`src/design/kpd_pkg.sv`:
```
// ----------------------------------------------------------------------------
// kpd_pkg
// shared types, codes and helpers for the matrix keypad scanner
// ----------------------------------------------------------------------------
`default_nettype none

package kpd_pkg;

    // debounce phase codes
    localparam logic [2:0] PH_WAIT      = 3'd0;
    localparam logic [2:0] PH_START     = 3'd1;
    localparam logic [2:0] PH_SCAN      = 3'd2;
    localparam logic [2:0] PH_FOUND     = 3'd3;
    localparam logic [2:0] PH_PROCESSED = 3'd4;
    localparam logic [2:0] PH_END       = 3'd5;

    // operation codes
    localparam logic OP_TICK = 1'b0;
    localparam logic OP_ACK  = 1'b1;

    // configuration register indexes
    localparam logic [1:0] CFG_SIXTEEN_KEY_MODE = 2'd0;
    localparam logic [1:0] CFG_SAMPLE_PERIOD_MS = 2'd1;
    localparam logic [1:0] CFG_KEY_MAP_LOW      = 2'd2;
    localparam logic [1:0] CFG_KEY_MAP_HIGH     = 2'd3;

    localparam logic [7:0] SAMPLE_PERIOD_RESET = 8'd20;
    localparam logic [7:0] TICK_MAX            = 8'hFF;
    localparam logic [1:0] LAST_COLUMN         = 2'd3;
    localparam logic [3:0] DRIVE_NONE          = 4'hF;
    localparam logic [3:0] DRIVE_ALL           = 4'h0;

    typedef struct packed {
        logic        sixteen_key_mode;
        logic [7:0]  sample_period_ms;
        logic [63:0] key_map_low;
        logic [63:0] key_map_high;
    } cfg_t;

    typedef struct packed {
        logic       operation;
        logic [3:0] row_lines;
    } req_t;

    typedef struct packed {
        logic [3:0] column_drive;
        logic       key_ready;
        logic [7:0] key_code;
        logic [2:0] debounce_phase;
    } res_t;

    // highest active row wins
    function automatic logic [1:0] top_row(input logic [3:0] active);
        logic [1:0] row;
        if (active[3])      row = 2'd3;
        else if (active[2]) row = 2'd2;
        else if (active[1]) row = 2'd1;
        else                row = 2'd0;
        return row;
    endfunction

    // key index to mapped code, one byte per index
    function automatic logic [7:0] map_code(input logic [3:0] index,
                                            input logic [63:0] map_low,
                                            input logic [63:0] map_high);
        logic [63:0] word;
        word = index[3] ? map_high : map_low;
        return word[{index[2:0], 3'b000} +: 8];
    endfunction

endpackage

`default_nettype wire

```
`src/design/kpd_req_if.sv`:
```
// ----------------------------------------------------------------------------
// kpd_req_if
// request channel: tick or acknowledge with row sample
// ----------------------------------------------------------------------------
`default_nettype none

interface kpd_req_if;
    logic       valid;
    logic       ready;
    logic       operation;
    logic [3:0] row_lines;

    modport source (output valid, output operation, output row_lines, input ready);
    modport sink   (input valid, input operation, input row_lines, output ready);
endinterface

`default_nettype wire

```
`src/design/kpd_res_if.sv`:
```
// ----------------------------------------------------------------------------
// kpd_res_if
// result channel: column drive, key status and debounce phase
// ----------------------------------------------------------------------------
`default_nettype none

interface kpd_res_if;
    logic       valid;
    logic       ready;
    logic [3:0] column_drive;
    logic       key_ready;
    logic [7:0] key_code;
    logic [2:0] debounce_phase;

    modport source (output valid, output column_drive, output key_ready,
                    output key_code, output debounce_phase, input ready);
    modport sink   (input valid, input column_drive, input key_ready,
                    input key_code, input debounce_phase, output ready);
endinterface

`default_nettype wire

```
`src/design/kpd_cfg_if.sv`:
```
// ----------------------------------------------------------------------------
// kpd_cfg_if
// configuration write channel
// ----------------------------------------------------------------------------
`default_nettype none

interface kpd_cfg_if;
    logic        valid;
    logic        ready;
    logic [1:0]  index;
    logic [63:0] data;

    modport source (output valid, output index, output data, input ready);
    modport sink   (input valid, input index, input data, output ready);
endinterface

`default_nettype wire

```
`src/design/matrix_keypad_scan_debounce.sv`:
```
// ----------------------------------------------------------------------------
// matrix_keypad_scan_debounce
// debounced 4x4 keypad scanner driven by millisecond tick requests
// ----------------------------------------------------------------------------
//
//  channel  dir   carries                                         width
//  req      in    operation, row_lines                            1 + 4
//  res      out   column_drive, key_ready, key_code, phase        4+1+8+3
//  cfg      in    index, data (write only)                        2 + 64
//
//  one request in, one result out, one request per cycle sustained while results are taken
//  each request passes the request register, then the state update into the result register
//  a waiting result stalls the input once the request register also holds one
//  async reset: phase wait, tick count and column zero, period 20, maps zero
//  cfg writes are always taken and go straight into the config registers
//
`default_nettype none

module matrix_keypad_scan_debounce
    import kpd_pkg::*;
(
    input  wire logic clk,
    input  wire logic rst_n,
    kpd_req_if.sink   req,
    kpd_res_if.source res,
    kpd_cfg_if.sink   cfg
);

    // request register
    logic in_valid_reg;
    req_t in_req_reg;

    // result register
    logic out_valid_reg;
    res_t out_res_reg;

    cfg_t cfg_cur;
    res_t core_res;
    logic advance;

    // move the held request into the result register when it is free
    assign advance   = in_valid_reg && (!out_valid_reg || res.ready);
    assign req.ready = !in_valid_reg || advance;

    kpd_cfg_regs u_cfg_regs
    (
        .clk     (clk),
        .rst_n   (rst_n),
        .cfg     (cfg),
        .cfg_out (cfg_cur)
    );

    // state only updates when its result is committed
    kpd_core u_core
    (
        .clk     (clk),
        .rst_n   (rst_n),
        .step    (advance),
        .req_in  (in_req_reg),
        .cfg_in  (cfg_cur),
        .res_out (core_res)
    );

    always_ff @(posedge clk or negedge rst_n)
    begin
        if (!rst_n)
        begin
            in_valid_reg  <= 1'b0;
            out_valid_reg <= 1'b0;
        end
        else
        begin
            if (req.ready)
                in_valid_reg <= req.valid;
            if (advance)
                out_valid_reg <= 1'b1;
            else if (res.ready)
                out_valid_reg <= 1'b0;
        end
    end

    // payload registers, no reset
    always_ff @(posedge clk)
    begin
        if (req.ready && req.valid)
        begin
            in_req_reg.operation <= req.operation;
            in_req_reg.row_lines <= req.row_lines;
        end
        if (advance)
            out_res_reg <= core_res;
    end

    assign res.valid          = out_valid_reg;
    assign res.column_drive   = out_res_reg.column_drive;
    assign res.key_ready      = out_res_reg.key_ready;
    assign res.key_code       = out_res_reg.key_code;
    assign res.debounce_phase = out_res_reg.debounce_phase;

endmodule

`default_nettype wire

```
`src/design/kpd_cfg_regs.sv`:
```
// ----------------------------------------------------------------------------
// kpd_cfg_regs
// configuration register bank, always ready for a write
// ----------------------------------------------------------------------------
`default_nettype none

module kpd_cfg_regs
    import kpd_pkg::*;
(
    input  wire logic clk,
    input  wire logic rst_n,
    kpd_cfg_if.sink   cfg,
    output cfg_t      cfg_out
);

    cfg_t cfg_reg;
    cfg_t cfg_next;

    assign cfg.ready = 1'b1;
    assign cfg_out   = cfg_reg;

    always_comb
    begin
        cfg_next = cfg_reg;
        if (cfg.valid)
        begin
            case (cfg.index)
                CFG_SIXTEEN_KEY_MODE: cfg_next.sixteen_key_mode = cfg.data[0];
                CFG_SAMPLE_PERIOD_MS: cfg_next.sample_period_ms = cfg.data[7:0];
                CFG_KEY_MAP_LOW:      cfg_next.key_map_low      = cfg.data;
                CFG_KEY_MAP_HIGH:     cfg_next.key_map_high     = cfg.data;
                default:              cfg_next = cfg_reg;
            endcase
        end
    end

    always_ff @(posedge clk or negedge rst_n)
    begin
        if (!rst_n)
        begin
            cfg_reg.sixteen_key_mode <= 1'b0;
            cfg_reg.sample_period_ms <= SAMPLE_PERIOD_RESET;
            cfg_reg.key_map_low      <= '0;
            cfg_reg.key_map_high     <= '0;
        end
        else
        begin
            cfg_reg <= cfg_next;
        end
    end

endmodule

`default_nettype wire

```
`src/design/kpd_core.sv`:
```
// ----------------------------------------------------------------------------
// kpd_core
// debounce state machine, tick counter and column scan
// ----------------------------------------------------------------------------
`default_nettype none

module kpd_core
    import kpd_pkg::*;
(
    input  wire logic clk,
    input  wire logic rst_n,
    input  wire logic step,
    input  wire req_t req_in,
    input  wire cfg_t cfg_in,
    output res_t      res_out
);

    logic [2:0] phase_reg,    phase_next;
    logic [7:0] tick_reg,     tick_next;
    logic [1:0] column_reg,   column_next;
    logic [7:0] code_reg,     code_next;

    logic [3:0] active;
    logic [7:0] tick_inc;
    logic       sample;
    logic [1:0] column;

    assign active   = ~req_in.row_lines;
    assign tick_inc = (tick_reg == TICK_MAX) ? TICK_MAX : tick_reg + 8'd1;
    assign sample   = (tick_inc >= cfg_in.sample_period_ms);
    assign column   = cfg_in.sixteen_key_mode ? column_reg : 2'd0;

    always_comb
    begin
        phase_next  = phase_reg;
        tick_next   = tick_reg;
        column_next = column_reg;
        code_next   = code_reg;
        if (req_in.operation == OP_ACK)
        begin
            phase_next = PH_PROCESSED;
        end
        else
        begin
            tick_next = sample ? 8'd0 : tick_inc;
            if (phase_reg == PH_SCAN)
            begin
                if (active != 4'd0)
                begin
                    code_next  = map_code({column, top_row(active)},
                                          cfg_in.key_map_low, cfg_in.key_map_high);
                    phase_next = PH_FOUND;
                end
                else if (!cfg_in.sixteen_key_mode || column == LAST_COLUMN)
                begin
                    code_next  = 8'd0;
                    phase_next = PH_FOUND;
                end
                else
                begin
                    column_next = column + 2'd1;
                end
            end
            else if (sample)
            begin
                case (phase_reg)
                    PH_WAIT:
                        if (active != 4'd0) phase_next = PH_START;
                    PH_START:
                        if (active != 4'd0)
                        begin
                            phase_next  = PH_SCAN;
                            column_next = 2'd0;
                        end
                    PH_PROCESSED:
                        if (active == 4'd0) phase_next = PH_END;
                    PH_END:
                        if (active == 4'd0) phase_next = PH_WAIT;
                    default:
                        phase_next = phase_reg;
                endcase
            end
        end
    end

    // result reflects the state after this request
    always_comb
    begin
        if (!cfg_in.sixteen_key_mode)
            res_out.column_drive = DRIVE_NONE;
        else if (phase_next == PH_SCAN)
            res_out.column_drive = ~(4'b0001 << column_next);
        else
            res_out.column_drive = DRIVE_ALL;
        res_out.key_ready      = (phase_next == PH_FOUND);
        res_out.key_code       = code_next;
        res_out.debounce_phase = phase_next;
    end

    always_ff @(posedge clk or negedge rst_n)
    begin
        if (!rst_n)
        begin
            phase_reg  <= PH_WAIT;
            tick_reg   <= 8'd0;
            column_reg <= 2'd0;
            code_reg   <= 8'd0;
        end
        else if (step)
        begin
            phase_reg  <= phase_next;
            tick_reg   <= tick_next;
            column_reg <= column_next;
            code_reg   <= code_next;
        end
    end

endmodule

`default_nettype wire

```
`src/flat_wrapper.sv`:
```
// flat-port wrapper written by rule: the top's interface ports become plain ports
module matrix_keypad_scan_debounce_flat import kpd_pkg::*;
  (clk, rst_n, req_valid, req_operation, req_row_lines, req_ready, res_valid, res_column_drive, res_key_ready, res_key_code, res_debounce_phase, res_ready, cfg_valid, cfg_index, cfg_data, cfg_ready);
  kpd_req_if req_i ();
  kpd_res_if res_i ();
  kpd_cfg_if cfg_i ();
  input  wire logic clk;
  input  wire logic rst_n;
  input wire logic [$bits(req_i.valid)-1:0] req_valid;
  input wire logic [$bits(req_i.operation)-1:0] req_operation;
  input wire logic [$bits(req_i.row_lines)-1:0] req_row_lines;
  output wire logic [$bits(req_i.ready)-1:0] req_ready;
  output wire logic [$bits(res_i.valid)-1:0] res_valid;
  output wire logic [$bits(res_i.column_drive)-1:0] res_column_drive;
  output wire logic [$bits(res_i.key_ready)-1:0] res_key_ready;
  output wire logic [$bits(res_i.key_code)-1:0] res_key_code;
  output wire logic [$bits(res_i.debounce_phase)-1:0] res_debounce_phase;
  input wire logic [$bits(res_i.ready)-1:0] res_ready;
  input wire logic [$bits(cfg_i.valid)-1:0] cfg_valid;
  input wire logic [$bits(cfg_i.index)-1:0] cfg_index;
  input wire logic [$bits(cfg_i.data)-1:0] cfg_data;
  output wire logic [$bits(cfg_i.ready)-1:0] cfg_ready;
  assign req_i.valid = req_valid;
  assign req_i.operation = req_operation;
  assign req_i.row_lines = req_row_lines;
  assign req_ready = req_i.ready;
  assign res_valid = res_i.valid;
  assign res_column_drive = res_i.column_drive;
  assign res_key_ready = res_i.key_ready;
  assign res_key_code = res_i.key_code;
  assign res_debounce_phase = res_i.debounce_phase;
  assign res_i.ready = res_ready;
  assign cfg_i.valid = cfg_valid;
  assign cfg_i.index = cfg_index;
  assign cfg_i.data = cfg_data;
  assign cfg_ready = cfg_i.ready;
  matrix_keypad_scan_debounce u_core (.clk(clk), .rst_n(rst_n), .req(req_i), .res(res_i), .cfg(cfg_i));
endmodule
```
`config.mk`:
```
export PLATFORM = sky130hd
export DESIGN_NAME = matrix_keypad_scan_debounce_flat
export DESIGN_NICKNAME = d
export VERILOG_FILES = /design/src/design/kpd_pkg.sv /design/src/design/kpd_req_if.sv /design/src/design/kpd_res_if.sv /design/src/design/kpd_cfg_if.sv /design/src/design/matrix_keypad_scan_debounce.sv /design/src/design/kpd_cfg_regs.sv /design/src/design/kpd_core.sv /design/src/flat_wrapper.sv
export SDC_FILE = /design/constraint.sdc
export NUM_CORES = 1
export LEC_CHECK = 0
export ABC_AREA = 1
export BUFFER_PORTS_ARGS = -buffer_cell sky130_fd_sc_hd__buf_2
export CORE_ASPECT_RATIO = 1.1
export CORE_MARGIN = 10
export CORE_UTILIZATION = 60
export CTS_CLUSTER_DIAMETER = 200
export DETAILED_ROUTE_END_ITERATION = 8
export PLACE_DENSITY = 0.81
export SYNTH_ARGS = -nofsm -noshare
export SYNTH_HDL_FRONTEND = slang
export SYNTH_HIERARCHICAL = 1
export SYNTH_SLANG_ARGS = --single-unit
```
`constraint.sdc`:
```
create_clock -name clk -period 3.1 [get_ports clk]
set_clock_uncertainty 0.2 [all_clocks]
set_input_delay 0.465 -clock clk [delete_from_list [all_inputs] [get_ports clk]]
set_output_delay 0.465 -clock clk [all_outputs]
set_load 0.02 [all_outputs]
```
==> results of run 1 <==
==> stage by stage <==
| step | util [%] | instance area [sq um] |
|---|---|---|
| 2_1_floorplan | - | 9505 |
| 3_3_place_gp | 62.33 | 9733 |
| 3_5_place_dp | 62.33 | 9733 |
| 4_1_cts | 66.67 | 10410 |
| 5_1_grt | 67.67 | 10570 |
| 6_report | 67.67 | 10570 |
==> cell usage after synthesis (all sizes together) <==
library cell,n
clkbuf,16
nor3,4
and3,1
o22ai,6
clkinv,4
buf,68
xnor2,1
dfrtp,158
o21bai,1
o21ai,71
edfxtp,21
nor2,56
o21a,1
or2,2
conb,1
nand3,24
xor2,1
a22o,1
nand4,137
inv,48
ha,10
nand2,505
a21oi,42
dfstp,2
==> worst max-delay path, stage by stage (launching register included) <==
cell	delay [ns]
dfrtp_1	0.38
ha_2	0.20
nand2_2	0.07
nor2_2	0.12
inv_2	0.06
nor2_4	0.11
nand2_4	0.08
nor2_4	0.18
nor2_1	0.08
ha_1	0.27
nand2_1	0.06
nor2_1	0.09
nor2_1	0.05
nand2_1	0.08
nand2_2	0.07
nand2_4	0.10
nand2_4	0.07
nand2_2	0.08
nand2_2	0.09
nor2_4	0.15
nand2_1	0.07
o21bai_1	0.16
==> routing by layer <==
| layer | up-vias | global-route usage [%] | share of wire, % |
|---|---|---|---|
| li1 | 4041 | - | - |
| met1 | 4024 | 30.16 | 41 |
| met2 | 437 | 36.79 | 49 |
| met3 | 47 | 4.146 | 7.7 |
| met4 | 0 | 8.219 | 2.2 |
| met5 | - | 0 | 0 |
==> power breakdown <==
part	internal [W]	switching, W
Clock	0.00134	0.000923
Combinational	0.000573	0.00104
Sequential	0.00278	0.000210
Total	0.00469	0.00217
==> repair_timing <==
action,4_1_cts,5_1_grt
pin swaps,3,13
resized for setup,9,25
buffers inserted,1,9
hold buffers,3,0
endpoints found under the setup margin,5,8
hold endpoints to repair,54,0
==> final cells by class <==
| type | count | area [sq um] | share of cell area [%] |
|---|---|---|---|
| inverter | 52 | 197.7 | 1.871 |
| timing repair buffer | 128 | 809.5 | 7.661 |
| multi-input combinational | 864 | 4060 | 38.43 |
| clock inverter | 15 | 186.4 | 1.764 |
| sequential | 181 | 4637 | 43.88 |
| tap | 200 | 250.2 | 2.368 |
| clock buffer | 17 | 425.4 | 4.026 |
==> final timing paths <==
path,startpoint,endpoint,slack [ns],cells past startpoint
min in group asynchronous,rst_n,u_core/u_core/tick_reg[2]$_DFFE_PN0P_,0.36,2
hold / removal,req_row_lines[3],u_core/in_req_reg[3]$_DFFE_PP_,0.01,1
max in group asynchronous,rst_n,u_core/u_cfg_regs/cfg_out[40]$_DFFE_PN0P_,1.54,3
hold reg to reg,u_core/u_cfg_regs/cfg_out[116]$_DFFE_PN0P_,u_core/u_cfg_regs/cfg_out[116]$_DFFE_PN0P_,0.27,2
setup reg to reg,u_core/u_core/tick_reg[1]$_DFFE_PN0P_,u_core/res.column_drive[2]$_DFFE_PP_,0.1,21
setup / recovery,u_core/u_core/tick_reg[1]$_DFFE_PN0P_,u_core/res.column_drive[2]$_DFFE_PP_,0.1,21
==> kinds of logic after synthesis <==
group	count (synthesis)	share of synthesized area [%]
compound gates	122	6.595
xor+xnor	2	0.1843
fa+ha+maj	10	1.316
buf+inv	136	9.793
flops	181	48.78
other cells	1	0.03945
simple gates	729	33.29
==> out/metrics.yaml, run 1 <==
port_buffers: 93
syn2layout_area_growth_pct: 11.16
p_per_area_mw_per_mm2: 649.7
netlist_area_sq_mm: 0.009505
cts_inserted_buffers: 17
p_total_w: 0.006865
rsz0062_at_grt: "true"
gp_congestion: 0.8753
core_area_sq_mm: 0.01562
grt_pass1_vias: 8130
wirelength_um: 25140
synth_seq_cells: 181
setup_violations: 0
yosys_warnings: 6
ctsLongestPathBuffers: 2
dr_total_vias: 8549
antenna_left: 0
initial_core_util_pct: 60.87
setup_slack_ns: 0.09619
final_cell_mix: "nand2_1 (492), dfrtp_1 (158), nand4_1 (137), buf_2 (90), nor2_1 (50)"
fin_crit_sh_pct: 96.90
synth_fp_nets: 1267
final_nets: 1330
cts_tree: "built"
grt_max_degree: 65
post-place-ws_ns: -0.1555
dp.cells: 1412
p_leak_nw: 5.524
synth_cell_types: 37
fillers: 1318
slew_headroom_pct: 50.07
drv_slew: 0
drt_pass1_iterations: 5
worst-path-max-fanout: 5
ys_seq_area_share_pct: 48.78
ir_worst_vdd_mv: 0.4740
grt.total_usage_pct: 22.85
grt_overflow: 0
num_rows: 48
tightest_slew_ns: 0.7490
die_w_um: 140.0
drt_iter0_drc: 933
start_kind: "register"
final_cells: 1457
synthTopCellsByArea: "dfrtp_1 (42%), nand2_1 (20%), nand4_1 (9.0%)"
cp.arrival_ns: 3.07
vias_per_cell: 5.868
wl_per_cell_um: 17.26
fmax_mhz: 332.9
largest_reg_flops: 137
post-synth-top-area-cell: "dfrtp_1"
drc: 0
die_h_um: 152.0
dp_hpwl_um: 15620
critPathKind: "reg -> reg"
netlist.area_leader.share_pct: 41.60
ios: 95
hold_path.class: "in -> reg"
clk_latency_ns: 0.43
finalWorstPathRequiredPeriod_ns: 3.004
final_common_cell: "nand2_1"
hold_viol_final: 0
outcome: "complete, no violations"
drive_gt1_share_pct: 16.63
cts.sinks: 181
path_clk_slew_ns: 0.06
end_kind: "register"
cap_viol_max_count: 0
worstPathRequired_ns: 3.17
synthCells: 1181
fin_tns_setup_ns: 0
hold_ws_ns: 0.009859
grt_pass1_wl_um: 40810
antenna_cells: 0
fp.dieArea_sq_mm: 0.02128
antenna_found_initial: 0
avgSynthCellArea_sq_um: 8.049
cts_root_buf: "clkbuf_16"
htreeDepth: 4
No activity file was read; power rests on OpenSTA's default activity.
==> run 2, diff against run 1 <==
--- a/config.mk
+++ b/config.mk
@@ -12,7 +12,8 @@
 export CORE_UTILIZATION = 60
 export CTS_CLUSTER_DIAMETER = 200
 export DETAILED_ROUTE_END_ITERATION = 8
-export PLACE_DENSITY = 0.81
+export PLACE_DENSITY_LB_ADDON = 0.1
+export SKIP_LAST_GASP = 1
 export SYNTH_ARGS = -nofsm -noshare
 export SYNTH_HDL_FRONTEND = slang
 export SYNTH_HIERARCHICAL = 1
==> run 2 against run 1 <==
Net effect:
- final cell count shrank 0.48%
- sequential share of layout area increased by 0.36 points
- critical path depth unchanged
- global-route usage rose by 0.39 points
- power down 0.41%
- sequential power barely moved
==> out/metrics.yaml, run 2 (synthesis results as in run 1) <==
final_nets: 1323
largest_reg_flops: 137
pwr-share-comb_pct: 22.8
antenna_cells: 0
slowest_delay_ns: 0.37
fmax_mhz: 340.6
hold_viol_final: 0
syn2layout_area_growth_pct: 10.25
path_clk_slew_ns: 0.06
vias_per_cell: 5.741
crit_top_cell: "nand2_1"
grt_overflow: 0
initial_core_util_pct: 60.87
antenna_found_initial: 0
setup_violations: 0
rr_worst_depth: 21
cts_inserted_buffers: 17
final_util_pct: 67.12
p_total_w: 0.006836
gp_congestion: 0.8724
cp_cell_sequence: "ha_2, nand2_1, nor2_2, inv_2, nor2_4, nand2_4, clkinv_1, nor2_1, nor2_1, inv_1, ha_1, nand2_1, o21a_1, nand2_4, nand2_2, nand2_1, nand2_2, nand2_2, nand2_1, nand3_1, nand2_1"
crit_path_top_delay_cell: "dfrtp_1"
worstReg2RegStart: "u_core/u_core/tick_reg[1]$_DFFE_PN0P_"
ios: 95
ctsLongestPathBuffers: 2
wl_per_cell_um: 17.31
wirelength_um: 25100
cp.arrival_ns: 2.91
clock_power_share_pct: 33.5
crit_cells: 21
die_w_um: 140.0
dp_hpwl_um: 15630
drc: 0
swShare_pct: 31.15
cp.buffers_inverters: 3
rsz0062_at_grt: "true"
critPathTopFamily: "simple AND/OR/NAND/NOR gates"
finalWorstPathRequiredPeriod_ns: 2.936
cap_viol_max_count: 0
hold_path.class: "in -> reg"
outcome: "complete, no violations"
p_leak_nw: 5.475
die_h_um: 152.0
grt_pass1_wl_um: 41090
drt_iter0_drc: 733
grt_max_degree: 84
critPathKind: "reg -> reg"
rrSetupSlack_ns: 0.16
ir_worst_vdd_mv: 0.4011
antenna_left: 0
final_area_sq_mm: 0.01048
hold_ws_ns: 0.01313
drive_gt1_share_pct: 15.60
num_rows: 48
cts.sinks: 181
p_seq_share_pct: 43.8
worstPathRequired_ns: 3.08
fillers: 1357
tightest_slew_ns: 0.7773
crit_path_end: "u_core/res.column_drive[1]$_DFFE_PP_"
switching_power_w: 0.002129
clk_latency_ns: 0.43
slew_headroom_pct: 48.18
start_kind: "register"
dpl_cell_area_sq_mm: 0.009708
drv_slew: 0
crit_path_start: "u_core/u_core/tick_reg[1]$_DFFE_PN0P_"
drt_pass1_iterations: 5
p_per_area_mw_per_mm2: 652.3
dr_total_vias: 8324
fp.dieArea_sq_mm: 0.02128
internal-power_w: 0.004707
cts_tree: "built"
htreeDepth: 4
grt_pass1_vias: 8148
worstReg2RegEnd: "u_core/res.column_drive[1]$_DFFE_PP_"
fin_crit_sh_pct: 94.72
core_area_sq_mm: 0.01562
end_kind: "register"
port_buffers: 93
cts_root_buf: "clkbuf_16"
grt.total_usage_pct: 23.24
worst-path-max-fanout: 5
final_common_cell: "nand2_1"
final_cell_mix: "nand2_1 (495), dfrtp_1 (158), nand4_1 (137), buf_2 (90), nor2_1 (50)"
-- run 2: worst min path at each step --
stage          slack [ns]                                         end                                       start  cells after the start
4_1_cts             0.005              u_core/in_req_reg[0]$_DFFE_PP_                            req_row_lines[0]                      1
3_5_place_dp         0.25   u_core/u_cfg_regs/cfg_out[87]$_DFFE_PN0P_   u_core/u_cfg_regs/cfg_out[87]$_DFFE_PN0P_                      2
6_report             0.01              u_core/in_req_reg[0]$_DFFE_PP_                            req_row_lines[0]                      1
3_3_place_gp         0.25  u_core/u_cfg_regs/cfg_out[117]$_DFFE_PN0P_  u_core/u_cfg_regs/cfg_out[117]$_DFFE_PN0P_                      2
2_1_floorplan       -0.03             u_core/in_valid_reg$_DFFE_PN0P_                                       rst_n                      0
5_1_grt             0.002              u_core/in_req_reg[4]$_DFFE_PP_                               req_operation                      1
-- run 2: final cells by class --
type,instances,area [sq um],share of cell area (%)
multi-input cells,864,4039,38.54
clock buffers,25,506.7,4.835
flip-flops and latches,181,4637,44.25
repair buffers,121,732.0,6.984
inverters,52,197.7,1.886
well taps,200,250.2,2.388
clock inverters,7,117.6,1.122
-- run 2: routing by layer --
layer / wire [um] / vias to the layer above / global-route usage, % / share of wire, %
li1: - / 4027 / - / -
met1: 10460 / 3931 / 30.06 / 42
met2: 12300 / 314 / 37.64 / 49
met3: 1633 / 52 / 4.395 / 6.5
met4: 708 / 0 / 9.104 / 2.8
met5: 0 / - / 0 / 0
-- run 2: timing repair --
| action | CTS | global route |
|---|---|---|
| endpoints found under the setup margin | 5 | 11 |
| hold buffers | 3 | 0 |
| pin swaps | 0 | 5 |
| hold endpoints to repair | 80 | 0 |
| buffers inserted | 0 | 3 |
| resized for setup | 6 | 21 |
-- run 2: worst register-to-register path, delay by kind of cell, from the launching register on --
| kind | cells | cell delay [ns] |
|---|---|---|
| buf+inv | 3 | 0.19 |
| simple gates | 15 | 1.26 |
| fa+ha+maj | 2 | 0.45 |
| compound gates | 1 | 0.23 |
| flops | 1 | 0.37 |
-- run 2: power by group through the flow --
stage	logic [W]	registers [W]	clock network, W
floorplan	0.00109	0.00300	0
global placement	0.00143	0.00301	0
detailed placement	0.00146	0.00303	0
CTS	0.00148	0.00299	0.00231
global route	0.00178	0.00304	0.00242
finish	0.00156	0.00299	0.00229
-- run 2: through the flow --
step | setup TNS (ns) | instances | setup WS [ns]
2_1_floorplan | 0 | 1181 | 0.3159
3_3_place_gp | -0.008032 | 1412 | -0.006837
3_5_place_dp | -0.4969 | 1412 | -0.1320
4_1_cts | 0 | 1447 | 0.04171
5_1_grt | -0.2172 | 1450 | -0.07752
6_report | 0 | 1450 | 0.1638
==> run 3, diff against run 2 <==
--- a/config.mk
+++ b/config.mk
@@ -12,7 +12,7 @@
 export CORE_UTILIZATION = 60
 export CTS_CLUSTER_DIAMETER = 200
 export DETAILED_ROUTE_END_ITERATION = 8
-export PLACE_DENSITY_LB_ADDON = 0.1
+export PLACE_DENSITY = 0.77
 export SKIP_LAST_GASP = 1
 export SYNTH_ARGS = -nofsm -noshare
 export SYNTH_HDL_FRONTEND = slang
==> run 3 against run 2 <==
Net effect:
- die area is the same
- routed wire length shrank 0.19%
- register-to-register slack is essentially flat
- clock-buffer cell count shrank 4
- global-route usage is essentially flat
- worst hold slack gained 0.032 ns
- clock power shrank 8%
- core utilization shrank 0.15 points
- critical path depth shrank 1
==> out/metrics.yaml, run 3 (synthesis results as in run 1) <==
slew_headroom_pct: 42.89
ir_worst_vdd_mv: 0.4288
worst-path-max-fanout: 5
port_buffers: 93
die_w_um: 140.0
final_common_cell: "nand2_1"
cap_viol_max_count: 0
critPathKind: "reg -> reg"
worstReg2RegStart: "u_core/u_core/tick_reg[1]$_DFFE_PN0P_"
drt_iter0_drc: 813
finalWorstPathRequiredPeriod_ns: 2.948
outcome: "complete, no violations"
fp.dieArea_sq_mm: 0.02128
drive_gt1_share_pct: 15.83
crit_path_start: "u_core/u_core/tick_reg[1]$_DFFE_PN0P_"
grt.total_usage_pct: 23.19
grt_pass1_vias: 8218
syn2layout_area_growth_pct: 10.00
ios: 95
cts_tree: "built"
initial_core_util_pct: 60.87
num_rows: 48
final_cells: 1451
cts.sinks: 181
wirelength_um: 25050
die_h_um: 152.0
p_seq_share_pct: 44.7
final_area_sq_mm: 0.01046
htreeDepth: 4
final_nets: 1324
start_kind: "register"
path_clk_slew_ns: 0.07
final_util_pct: 66.96
setup_violations: 0
min_path_cells: 3
switching_power_w: 0.002163
worstPathRequired_ns: 3.18
hold_path.class: "in -> reg"
hold_start: "req_valid"
dr_total_vias: 8467
fillers: 1350
fin_tns_setup_ns: 0
drt_pass1_iterations: 5
ctsLongestPathBuffers: 2
grt_max_degree: 65
fmax_mhz: 339.2
gp_congestion: 0.8969
core_area_sq_mm: 0.01562
tightest_slew_ns: 0.8566
dpl_cell_area_sq_mm: 0.009686
rr_worst_depth: 20
antenna_found_initial: 0
cts_root_buf: "clkbuf_16"
clock_power_share_pct: 31.5
hold_viol_final: 0
final_cell_mix: "nand2_1 (494), dfrtp_1 (158), nand4_1 (137), buf_2 (90), nor2_1 (49)"
p_leak_nw: 5.455
end_kind: "register"
cp.arrival_ns: 3.03
dp.cells: 1409
clk_latency_ns: 0.43
largest_reg_flops: 137
fin_crit_sh_pct: 95.11
cts_inserted_buffers: 17
p_per_area_mw_per_mm2: 639.8
antenna_left: 0
dp_hpwl_um: 15730
internal-power_w: 0.004528
wl_per_cell_um: 17.27
drc: 0
vias_per_cell: 5.835
antenna_cells: 0
swShare_pct: 32.33
grt_pass1_wl_um: 41360
grt_overflow: 0
drv_slew: 0
hold_ws_ns: 0.04504
rsz0062_at_grt: "true"
pwr-share-comb_pct: 23.8
-- run 3: routing by layer --
layer | track usage (%) | routed length (um) | part of all wire (%) | vias up
met5 | 0 | 0 | 0 | -
met3 | 4.239 | 1837 | 7.3 | 50
met4 | 8.169 | 664 | 2.7 | 0
met1 | 30.42 | 10470 | 42 | 4015
met2 | 37.62 | 12080 | 48 | 361
li1 | - | - | - | 4041
-- run 3: area by class of cell --
class                           count  area [sq um]  area share [%]
Multi-Input combinational cell    864          4058           38.81
Timing Repair Buffer              122         747.0           7.144
Clock buffer                       21         440.4           4.212
Inverter                           52         197.7           1.891
Tap cell                          200         250.2           2.393
Sequential cell                   181          4637           44.35
Clock inverter                     11         126.4           1.209
-- run 3: through the flow --
step                setup slack [ns]  power, W
floorplan                     0.3159  0.004091
global placement             0.02956  0.004427
detailed placement           -0.1458  0.004481
CTS                        -0.008280  0.006612
global route                -0.08273  0.007070
finish                        0.1517  0.006690
-- run 3: power by group through the flow --
stage               clock network (W)  logic (W)  registers, W
global placement                    0    0.00142       0.00301
finish                        0.00211    0.00159       0.00299
floorplan                           0    0.00109       0.00300
global route                  0.00223    0.00180       0.00304
CTS                           0.00214    0.00148       0.00299
detailed placement                  0    0.00145       0.00303
-- run 3: what timing repair did --
action | in CTS | in global routing
endpoints found under the setup margin | 5 | 16
pin swaps | 0 | 6
hold buffers | 6 | 0
gates resized for setup | 7 | 26
setup buffers | 0 | 4
hold endpoints to repair | 49 | 0
-- run 3: path summary, 6_finish.rpt --
kind                                                                    to  slack (ns)
worst max-delay path                  u_core/res.column_drive[2]$_DFFE_PP_        0.15
worst min-delay path                       u_core/in_valid_reg$_DFFE_PN0P_        0.05
worst max register to register        u_core/res.column_drive[2]$_DFFE_PP_        0.15
worst min register to register  u_core/u_cfg_regs/cfg_out[102]$_DFFE_PN0P_        0.27
max in group asynchronous       u_core/u_cfg_regs/cfg_out[132]$_DFFE_PN1P_        1.54
min in group asynchronous            u_core/u_core/tick_reg[7]$_DFFE_PN0P_        0.34
-- run 3: worst max-delay path: stages (launching register included) --
cell	delay (ns)
dfrtp_1	0.40
buf_4	0.13
nand3_1	0.12
nor2_2	0.05
inv_2	0.06
nor2_1	0.05
nand2_1	0.10
clkinv_1	0.10
a21oi_1	0.16
nor2_1	0.07
ha_1	0.32
nand2_1	0.08
nor2_1	0.15
nand2_2	0.09
nand2_4	0.11
nand2_4	0.07
nand2_2	0.07
nand2_2	0.07
nor2_4	0.18
nand2_1	0.08
o21bai_1	0.12
